<file path="src/design/zus_pkg.sv">
// shared types and constants for the shrink lzw decoder
package zus_pkg;

	localparam int ACC_W   = 20;
	localparam int BITS_W  = 5;
	localparam int WIDTH_W = 4;
	localparam int CODE_W  = 13;
	localparam int PREV_W  = 14;
	localparam int LINK_W  = 15;
	localparam int FIRST_W = 9;
	localparam int RESULT_CAP = 64;

	localparam logic [CODE_W-1:0]  ESC_CODE   = 13'd256;
	localparam logic [CODE_W-1:0]  ESC_WIDEN  = 13'd1;
	localparam logic [CODE_W-1:0]  ESC_CLEAR  = 13'd2;
	localparam logic [LINK_W-1:0]  NO_PARENT  = 15'h2000;
	localparam logic [LINK_W-1:0]  BAD_LINK   = 15'h4000;
	localparam logic [PREV_W-1:0]  PREV_NONE  = 14'h2000;
	localparam logic [FIRST_W-1:0] FIRST_NONE = 9'h100;
	localparam logic [PREV_W-1:0]  FIRST_FREE = 14'd257;
	localparam logic [WIDTH_W-1:0] INIT_WIDTH = 4'd9;

	typedef enum logic [2:0] {
		ERR_NONE   = 3'd0,
		ERR_WIDTH  = 3'd1,
		ERR_ESCAPE = 3'd2,
		ERR_UNDEF  = 3'd3,
		ERR_LONG   = 3'd4,
		ERR_FULL   = 3'd5
	} err_t;

	typedef enum logic [4:0] {
		OP_NONE,
		OP_INIT,
		OP_TAKE,
		OP_DISPATCH,
		OP_WALK_RD,
		OP_WALK_ACT,
		OP_SCAN_RD,
		OP_SCAN_ACT,
		OP_COMMIT,
		OP_EMIT_RD,
		OP_EMIT_ACT,
		OP_EMIT_OUT,
		OP_ERR_OUT,
		OP_MARK_RD,
		OP_MARK_ACT,
		OP_FREE_RD,
		OP_FREE_ACT
	} op_t;

	typedef enum logic [2:0] {
		K_ESC_PREFIX,
		K_WIDEN,
		K_WIDEN_ERR,
		K_CLEAR,
		K_BAD_ESC,
		K_RANGE_ERR,
		K_WALK
	} kind_t;

	typedef struct packed {
		op_t op;
	} cmd_t;

	typedef struct packed {
		kind_t kind;
		logic  take_code;
		logic  walk_limit;
		logic  walk_range;
		logic  walk_undef;
		logic  walk_end;
		logic  prev_none;
		logic  slot_range;
		logic  slot_free;
		logic  emit_full;
		logic  emit_done;
		logic  can_load;
		logic  sweep_end;
		logic  init_end;
	} status_t;

endpackage

</file>
<file path="src/design/zus_ctrl.sv">
// sequencing state machine of the shrink lzw decoder
module zus_ctrl (
	input  logic            clk,
	input  logic            arst_n,
	input  logic            s_tvalid,
	output logic            s_tready,
	input  zus_pkg::status_t status,
	output zus_pkg::cmd_t    cmd
);

	typedef enum logic [4:0] {
		S_INIT, S_IDLE, S_DISPATCH, S_WALK_RD, S_WALK_ACT, S_SCAN_RD, S_SCAN_ACT,
		S_COMMIT, S_EMIT_RD, S_EMIT_ACT, S_EMIT_OUT, S_ERR, S_MARK_RD, S_MARK_ACT,
		S_FREE_RD, S_FREE_ACT
	} state_t;

	state_t state_q;

	assign s_tready = (state_q == S_IDLE);

	always_comb begin
		cmd.op = zus_pkg::OP_NONE;
		unique case (state_q)
			S_INIT:     cmd.op = zus_pkg::OP_INIT;
			S_IDLE:     cmd.op = s_tvalid ? zus_pkg::OP_TAKE : zus_pkg::OP_NONE;
			S_DISPATCH: cmd.op = zus_pkg::OP_DISPATCH;
			S_WALK_RD:  cmd.op = zus_pkg::OP_WALK_RD;
			S_WALK_ACT: cmd.op = zus_pkg::OP_WALK_ACT;
			S_SCAN_RD:  cmd.op = zus_pkg::OP_SCAN_RD;
			S_SCAN_ACT: cmd.op = zus_pkg::OP_SCAN_ACT;
			S_COMMIT:   cmd.op = zus_pkg::OP_COMMIT;
			S_EMIT_RD:  cmd.op = zus_pkg::OP_EMIT_RD;
			S_EMIT_ACT: cmd.op = zus_pkg::OP_EMIT_ACT;
			S_EMIT_OUT: cmd.op = zus_pkg::OP_EMIT_OUT;
			S_ERR:      cmd.op = zus_pkg::OP_ERR_OUT;
			S_MARK_RD:  cmd.op = zus_pkg::OP_MARK_RD;
			S_MARK_ACT: cmd.op = zus_pkg::OP_MARK_ACT;
			S_FREE_RD:  cmd.op = zus_pkg::OP_FREE_RD;
			S_FREE_ACT: cmd.op = zus_pkg::OP_FREE_ACT;
			default:    cmd.op = zus_pkg::OP_NONE;
		endcase
	end

	always_ff @(posedge clk or negedge arst_n) begin
		if (!arst_n) begin
			state_q <= S_INIT;
		end else begin
			unique case (state_q)
				S_INIT: begin
					if (status.init_end) state_q <= S_IDLE;
				end
				S_IDLE: begin
					if (s_tvalid && status.take_code) state_q <= S_DISPATCH;
				end
				S_DISPATCH: begin
					unique case (status.kind)
						zus_pkg::K_ESC_PREFIX, zus_pkg::K_WIDEN: state_q <= S_IDLE;
						zus_pkg::K_CLEAR: state_q <= S_MARK_RD;
						zus_pkg::K_WALK:  state_q <= S_WALK_RD;
						default:          state_q <= S_ERR;
					endcase
				end
				S_WALK_RD: begin
					state_q <= (status.walk_limit || status.walk_range) ? S_ERR : S_WALK_ACT;
				end
				S_WALK_ACT: begin
					if (status.walk_undef) state_q <= S_ERR;
					else if (!status.walk_end) state_q <= S_WALK_RD;
					else if (status.prev_none) state_q <= S_COMMIT;
					else state_q <= S_SCAN_RD;
				end
				S_SCAN_RD:  state_q <= status.slot_range ? S_ERR : S_SCAN_ACT;
				S_SCAN_ACT: state_q <= status.slot_free ? S_COMMIT : S_SCAN_RD;
				S_COMMIT:   state_q <= S_EMIT_RD;
				S_EMIT_RD:  state_q <= S_EMIT_ACT;
				S_EMIT_ACT: state_q <= status.emit_full ? S_EMIT_OUT : S_EMIT_RD;
				S_EMIT_OUT: begin
					if (status.can_load) state_q <= status.emit_done ? S_IDLE : S_EMIT_RD;
				end
				S_ERR: begin
					if (status.can_load) state_q <= S_IDLE;
				end
				S_MARK_RD:  state_q <= status.sweep_end ? S_FREE_RD : S_MARK_ACT;
				S_MARK_ACT: state_q <= S_MARK_RD;
				S_FREE_RD:  state_q <= status.sweep_end ? S_IDLE : S_FREE_ACT;
				S_FREE_ACT: state_q <= S_FREE_RD;
				default:    state_q <= S_INIT;
			endcase
		end
	end

endmodule

</file>
<file path="config.mk">
export PLATFORM = sky130hd
export DESIGN_NAME = zus_ctrl
export DESIGN_NICKNAME = d
export VERILOG_FILES = /design/src/design/zus_pkg.sv /design/src/design/zus_ctrl.sv
export SDC_FILE = /design/constraint.sdc
export NUM_CORES = 1
export LEC_CHECK = 0
export BUFFER_PORTS_ARGS = -buffer_cell sky130_fd_sc_hd__buf_2
export CELL_PAD_IN_SITES_DETAIL_PLACEMENT = 0
export CELL_PAD_IN_SITES_GLOBAL_PLACEMENT = 2
export CORE_MARGIN = 2
export CORE_UTILIZATION = 25
export CTS_BUF_LIST = sky130_fd_sc_hd__clkbuf_16
export CTS_CLUSTER_SIZE = 40
export DETAILED_ROUTE_END_ITERATION = 7
export PLACE_DENSITY = 0.92
export SYNTH_ARGS = -nofsm -noshare
export SYNTH_HDL_FRONTEND = slang
export SYNTH_SLANG_ARGS = --single-unit
export TNS_END_PERCENT = 10
</file>
<file path="constraint.sdc">
create_clock -name clk -period 2.3 [get_ports clk]
set_clock_uncertainty 0.05 [all_clocks]
set_input_delay 0.23 -clock clk [delete_from_list [all_inputs] [get_ports clk]]
set_output_delay 0.23 -clock clk [all_outputs]
set_load 0.005 [all_outputs]
</file>
==> results of run 1 <==
metrics by stage:
stage / hold slack, ns / util (%)
after floorplan: -0.116 / -
after global placement: -0.0101 / 33.8
after detailed placement: -0.0116 / 33.8
after CTS: 0.283 / 38.1
after global routing: 0.296 / 38.1
final: 0.283 / 38.1
logic make-up (layout without fill, tap and decap cells):
family / Yosys count / count (layout) / synth area share, %
DFF: 4 / 4 / 18.5
buffers and inverters: 10 / 35 / 9.49
xor gates and xnor gates: 3 / 3 / 4.86
AOI/OAI and AO/OA: 24 / 24 / 32.4
muxes: 1 / 1 / 2.08
and+or+nand+nor: 29 / 29 / 32.6
final cells by class:
class,count,area (um^2)
inverter,5,18.8
multi-input combinational,57,389
sequential,4,100
tap,27,33.8
fill,214,1240
clock buffer,3,75.1
timing repair buffer,27,145
cells in the mapped netlist, drive strengths merged, types with 3 or more instances:
cell | count | share of area [%]
and3b | 3 | 4.9
buf | 5 | 6.0
dfrtp | 4 | 19
inv | 5 | 3.5
nand2 | 3 | 2.1
nand2b | 3 | 3.5
nor2 | 5 | 3.9
nor2b | 3 | 3.5
o21ai | 7 | 6.5
o311a | 3 | 5.6
xnor2 | 3 | 4.9
power by group through the flow:
| stage | clock (W) | combinational, W | sequential (W) |
|---|---|---|---|
| 2_1_floorplan | 0 | 0.000447 | 0.000143 |
| 3_3_place_gp | 0 | 0.000535 | 0.000198 |
| 3_5_place_dp | 0 | 0.000533 | 0.000201 |
| 4_1_cts | 0.000272 | 0.000535 | 0.000201 |
| 5_1_grt | 0.000277 | 0.000591 | 0.000218 |
| 6_report | 0.000267 | 0.000532 | 0.000203 |
critical path: stages, from the launching register on:
cell,delay (ns)
dfrtp_1,0.48
buf_4,0.27
nor2_2,0.06
a32oi_1,0.14
a21oi_1,0.08
or4_1,0.54
worst max-delay path by stage:
| stage | cells past startpoint | slack (ns) | to |
|---|---|---|---|
| 2_1_floorplan | 4 | 0.81 | state_q[3]$_DFFE_PN0P_ |
| 3_3_place_gp | 5 | 0.58 | state_q[3]$_DFFE_PN0P_ |
| 3_5_place_dp | 5 | 0.57 | state_q[3]$_DFFE_PN0P_ |
| 4_1_cts | 5 | 0.56 | state_q[3]$_DFFE_PN0P_ |
| 5_1_grt | 4 | 0.45 | state_q[0]$_DFFE_PN0P_ |
| 6_report | 5 | 0.55 | state_q[3]$_DFFE_PN0P_ |
metal layers:
metal,GRT usage [%],routed length (um),up-vias,part of all wire (%)
met3,0.893,61,0,4.1
met5,0,0,-,0
met2,18.0,665,12,45
li1,-,-,319,-
met1,16.2,743,264,51
met4,5.41,0,0,0
==> metrics.md, run 1 <==
| Metric | Value |
|---|---|
| CTS tree | yes |
| Peak Freq | 572 MHz |
| Cell area after synthesis | 541 um^2 |
| Root Driver | clkbuf_16 |
| Avg Inst Size Synth | ~7.6 um^2 |
| Die height | ~51 um |
| Max Cap Violations | 0 |
| Initial antenna violation count | 0 |
| CTS Sinks | 4 |
| Initial drt markers | 18 |
| CTS max path bufs | 2 |
| Routability cong. | roughly 0.7 |
| Setup TNS | 0 ns |
| FF+latch count, synth | 4 |
| Worst R2R End | state_q[3]$_DFFE_PN0P_ |
| Share of cells above drive strength 1 | 33.3% |
| RSZ-0062 raised after global routing | false |
| Leak | 0.356 nW |
| Initial core utilization | a little over a quarter |
| GRT Overall Usage | 11.6% |
| Routed wire length | 1470 um |
| HPWL after DPL | 1160 um |
| Worst ir drop on vdd | 0.000794 V |
| Final instance area | 762 um^2 |
| Worst reg2reg startpoint | state_q[2]$_DFFE_PN0P_ |
| Antenna cells | 0 |
| Final setup margin | 0.553 ns |
| Worst-path maximum fanout | 15 |
| Measured slew at the worst slew-check pin | 0.459 ns |
| Most common cell after layout, fill and taps aside | buf_2 |
| Cells after DPL | around 120 |
| Post-DR wirelength/cell | roughly 12 um |
| Post-DP Area | 677 um^2 |
| Final Hold Viols | 0 |
| Post-synthesis cell type count | 35 |
| Critical Path AT | 1.78 ns |
| R2R Setup Slk | around 0.55 ns |
| Worst Hold Class | in2async |
| CTS clk-pin slew, worst paths | 0.03 ns |
| Seq/Total Area, Yosys | a little under a fifth |
| Total Power | 0.00100 W |
| Port buffer count | 24 |
| Core box area | 2000 um^2 |
| Largest net degree at the start of global routing | 17 |
| Gate power share | 53.1% |
| Syn Inst Count | just over 70 |
| Layout Cells excl Fill | approximately 120 |
| Post-Syn Nets | 90 |
| Internal power | 0.000608 W |
| Via Count | ~600 |
| Post-place setup slack | approximately 0.57 ns |
| # setup viols final | 0 |
| Worst-skew pair later-pin latency | 0.22 ns |
| Drt drc | 0 |
| Post-DRT Antenna Nets | 0 |
| Largest register by flop count | state_q |
| R2R cell count | 5 |
| Crit path kind | reg2reg |
| Clock network power share | 26.6% |
| Switching power | 0.000394 W |
| Post-cts sizing count | 0 |
| Asr flop ratio synth | 100% |
| Net Sw Frac | 39.3% |
| Post CTS Setup Buffer Count | 0 |
| Max-slew violation count | 0 |
| CP required | 2.33 ns |
| Vias/cell | 4.84 |
| TritonCTS Buffers | 3 |
| # IOs | 25 |
| Die footprint | 2550 um^2 |
| Nature of the critical path startpoint | flip-flop |
| Endpoint class of the critical path | flip-flop |
| Top Registers | state_q (4) |
| Status | completed |
| # nets final | 117 |
| Ys Warns | 0 |
| Vias in the first global route | 499 |
| Post-synth EDFFs | 0 |
| Relative slew margins | a little over two thirds |
| Congestion Overflow GR | 0 |
| Highest-count cells in the layout ignoring fill and taps | buf_2 (24), o21ai_0 (7), inv_1 (5), nor2_1 (4), dfrtp_1 (4) |
| PD cells | 1310 nW/um^2 |
| Worst setup path startpoint | state_q[2]$_DFFE_PN0P_ |
| Largest register FFs | 4 |
| H-tree depth | 1 |
| Sequential share of power | 20.3% |
| P&R area growth vs syn | 41.0% |
| Top FF cell, synth | dfrtp_1 |
| # hold bufs at CTS | 1 |
| # rows | 16 |
| Final Cycle Share | 76.0% |
| DR pass1 iterations | 4 |
| Width of the die | 50.5 um |
| Min cycle time layout | roughly 1.7 ns |
| First-pass GRT wire length | between 2000 and 2500 um |
Note: power is estimated with default switching activity, not from simulation.
==> run 2, diff against run 1 <==
--- a/config.mk
+++ b/config.mk
@@ -5,15 +5,16 @@
 export SDC_FILE = /design/constraint.sdc
 export NUM_CORES = 1
 export LEC_CHECK = 0
+export ABC_AREA = 1
 export BUFFER_PORTS_ARGS = -buffer_cell sky130_fd_sc_hd__buf_2
 export CELL_PAD_IN_SITES_DETAIL_PLACEMENT = 0
 export CELL_PAD_IN_SITES_GLOBAL_PLACEMENT = 2
 export CORE_MARGIN = 2
-export CORE_UTILIZATION = 25
+export CORE_UTILIZATION = 21
 export CTS_BUF_LIST = sky130_fd_sc_hd__clkbuf_16
 export CTS_CLUSTER_SIZE = 40
 export DETAILED_ROUTE_END_ITERATION = 7
-export PLACE_DENSITY = 0.92
+export PLACE_DENSITY = 0.88
 export SYNTH_ARGS = -nofsm -noshare
 export SYNTH_HDL_FRONTEND = slang
 export SYNTH_SLANG_ARGS = --single-unit
==> constraint.sdc (replaced) <==
create_clock -name clk -period 1.75 [get_ports clk]
set_clock_uncertainty 0.05 [all_clocks]
set_input_delay 0.175 -clock clk [delete_from_list [all_inputs] [get_ports clk]]
set_output_delay 0.175 -clock clk [all_outputs]
set_load 0.005 [all_outputs]
==> metrics.md, run 2 <==
| Metric | Value |
|---|---|
| Initial antenna violation count | 0 |
| Largest register FFs | 4 |
| Cell area after synthesis | approximately 600 um^2 |
| Routed wire length | ~1800 um |
| Root Driver | clkbuf_16 |
| Cells along the critical path | inv_2 > nor2_2 > nand2_1 > o211ai_1 > buf_2 |
| Die footprint | 3220 um^2 |
| Routability cong. | between 0.8 and 0.9 |
| RSZ-0062 raised after global routing | false |
| Setup TNS | 0 ns |
| Hold Path End | state_q[1]$_DFFE_PN0P_ |
| Vias/cell | 4.58 |
| Synth cell count leaders | nand2_1 (41), nor2_1 (21), nand3_1 (14) |
| # setup viols final | 0 |
| Die height | around 57 um |
| Worst-path maximum fanout | 7 |
| Post-DRT Antenna Nets | 0 |
| Highest-count cells in the layout ignoring fill and taps | nand2_1 (41), buf_2 (24), nor2_1 (21), nand3_1 (14), inv_1 (11) |
| Measured slew at the worst slew-check pin | 0.342 ns |
| Antenna cells | 0 |
| Nature of the critical path startpoint | flip-flop |
| Seq/Total Area, Yosys | 17.1% |
| Post CTS Setup Buffer Count | 0 |
| Most numerous cell in the Yosys netlist | nand2_1 |
| Worst-skew pair later-pin latency | 0.22 ns |
| Width of the die | 56.8 um |
| Relative slew margins | 77.2% |
| Via Count | between 700 and 800 |
| Ys Warns | 0 |
| # IOs | 25 |
| Post-synthesis cell type count | 17 |
| Dominant cell type by area after synthesis | nand2_1 |
| Asr flop ratio synth | 100% |
| Initial drt markers | 24 |
| Final Hold Viols | 0 |
| Share of cells above drive strength 1 | 25.0% |
| TritonCTS Buffers | 3 |
| R2R Setup Slk | 0.24 ns |
| Status | completed |
| Drt drc | 0 |
| Post-synth EDFFs | 0 |
| # nets final | 161 |
| Top FF cell, synth | dfrtp_1 |
| Vias in the first global route | 740 |
| Congestion Overflow GR | 0 |
| Worst stage delay on the critical path | 0.47 ns |
| # rows | 19 |
| GRT Overall Usage | 12.8% |
| Worst Hold Class | in2reg |
| CTS tree | yes |
| CP required | about 1.5 ns |
| Peak Freq | 637 MHz |
| DR pass1 iterations | 4 |
| Top Registers | state_q (4) |
| Max-slew violation count | 0 |
| Max Cap Violations | 0 |
| Synth top area share | 26.3% |
| Port buffer count | 24 |
| PD cells | 1720 nW/um^2 |
| Post-DR wirelength/cell | between 10 and 15 um |
| CTS clk-pin slew, worst paths | 0.03 ns |
| Critical Path AT | 1.34 ns |
| Buf/Inv on CP | 2 |
| Depth of the worst hold-timing path | 4 |
| Initial core utilization | 21.6% |
| Most common cell after layout, fill and taps aside | nand2_1 |
| P&R area growth vs syn | 40.5% |
| Crit path kind | reg2out |
| Worst R2R End | state_q[1]$_DFFE_PN0P_ |
| Largest register by flop count | state_q |
| HPWL after DPL | 1580 um |
| Endpoint class of the critical path | primary output |
| H-tree depth | 1 |
| FF+latch count, synth | 4 |
| WHS | 0.198 ns |
| Synth top area cells | nand2_1 (26%), dfrtp_1 (17%), nor2_1 (13%) |
| Final Cycle Share | 89.6% |
| Avg Inst Size Synth | ~5.2 um^2 |
| Fin util | between 30% and 40% |
| CP max stage cell | dfrtp_1 |
| CTS Sinks | 4 |
| Worst ir drop on vdd | between 0.0006 and 0.0007 V |
| R2R cell count | 8 |
| Min cycle time layout | 1.57 ns |
| Leak | about 0.46 nW |
| CTS max path bufs | 2 |
| Post-Syn Nets | 132 |
| CP delay by family, top | flip-flops |
| Syn Inst Count | 113 |
| Core box area | 2710 um^2 |
| Largest net degree at the start of global routing | 9 |
| Worst reg2reg startpoint | state_q[1]$_DFFE_PN0P_ |
| Min-delay src | status[2] |
| First-pass GRT wire length | 3190 um |
run 2: tightest hold or removal path, stage by stage:
cell,delay [ns]
buf_2,0.08
nor2_1,0.03
nand2_1,0.08
nand2_1,0.06
run 2: how the worst max path moves through the flow:
stage	start	endpoint	depth (start not counted)
2_1_floorplan	state_q[0]$_DFFE_PN0P_	state_q[3]$_DFFE_PN0P_	7
3_3_place_gp	state_q[1]$_DFFE_PN0P_	state_q[1]$_DFFE_PN0P_	8
3_5_place_dp	state_q[1]$_DFFE_PN0P_	state_q[1]$_DFFE_PN0P_	8
4_1_cts	state_q[2]$_DFFE_PN0P_	cmd[2]	5
5_1_grt	state_q[2]$_DFFE_PN0P_	cmd[2]	5
6_report	state_q[2]$_DFFE_PN0P_	cmd[2]	5
run 2: logic make-up after synthesis:
logic type | after synthesis | synth area share [%]
flip-flops | 4 | 17.1
AO/OA/AOI/OAI | 8 | 8.14
buffers and inverters | 15 | 10.3
AND/OR/NAND/NOR | 86 | 64.5
run 2: timing repair:
action	in CTS	in global routing
resized for setup	0	0
hold buffers	1	0
hold endpoints to repair	4	0
run 2: routing by layer:
metal,global-route usage (%),part of all wire [%],up-vias
met5,0,0,-
met4,5.98,0.76,0
met3,3.00,4.8,2
met2,19.8,47,21
met1,16.8,47,341
li1,-,-,420
run 2: cell type report:
class                      instances  area [um^2]
clock buffer                       3         75.1
sequential                         4          100
timing repair buffer              25          130
tap                               31         38.8
multi-input combinational         94          424
fill                             320         1890
inverter                          14         52.6
run 2: per-stage QoR:
stage	worst slack [ns]	power, W	area, um^2	std cells
after floorplan	0.539	0.000806	584	113
after global placement	0.230	0.00107	736	167
after detailed placement	0.249	0.00106	736	167
after CTS	0.185	0.00143	821	171
after global routing	0.0528	0.00156	821	171
final	0.181	0.00141	821	171
run 2: where the power goes:
part | internal, W | switching [W]
combinational | 0.000293 | 0.000510
sequential | 0.000143 | 0.000107
clock | 0.000292 | 0.0000642
total | 0.000728 | 0.000681
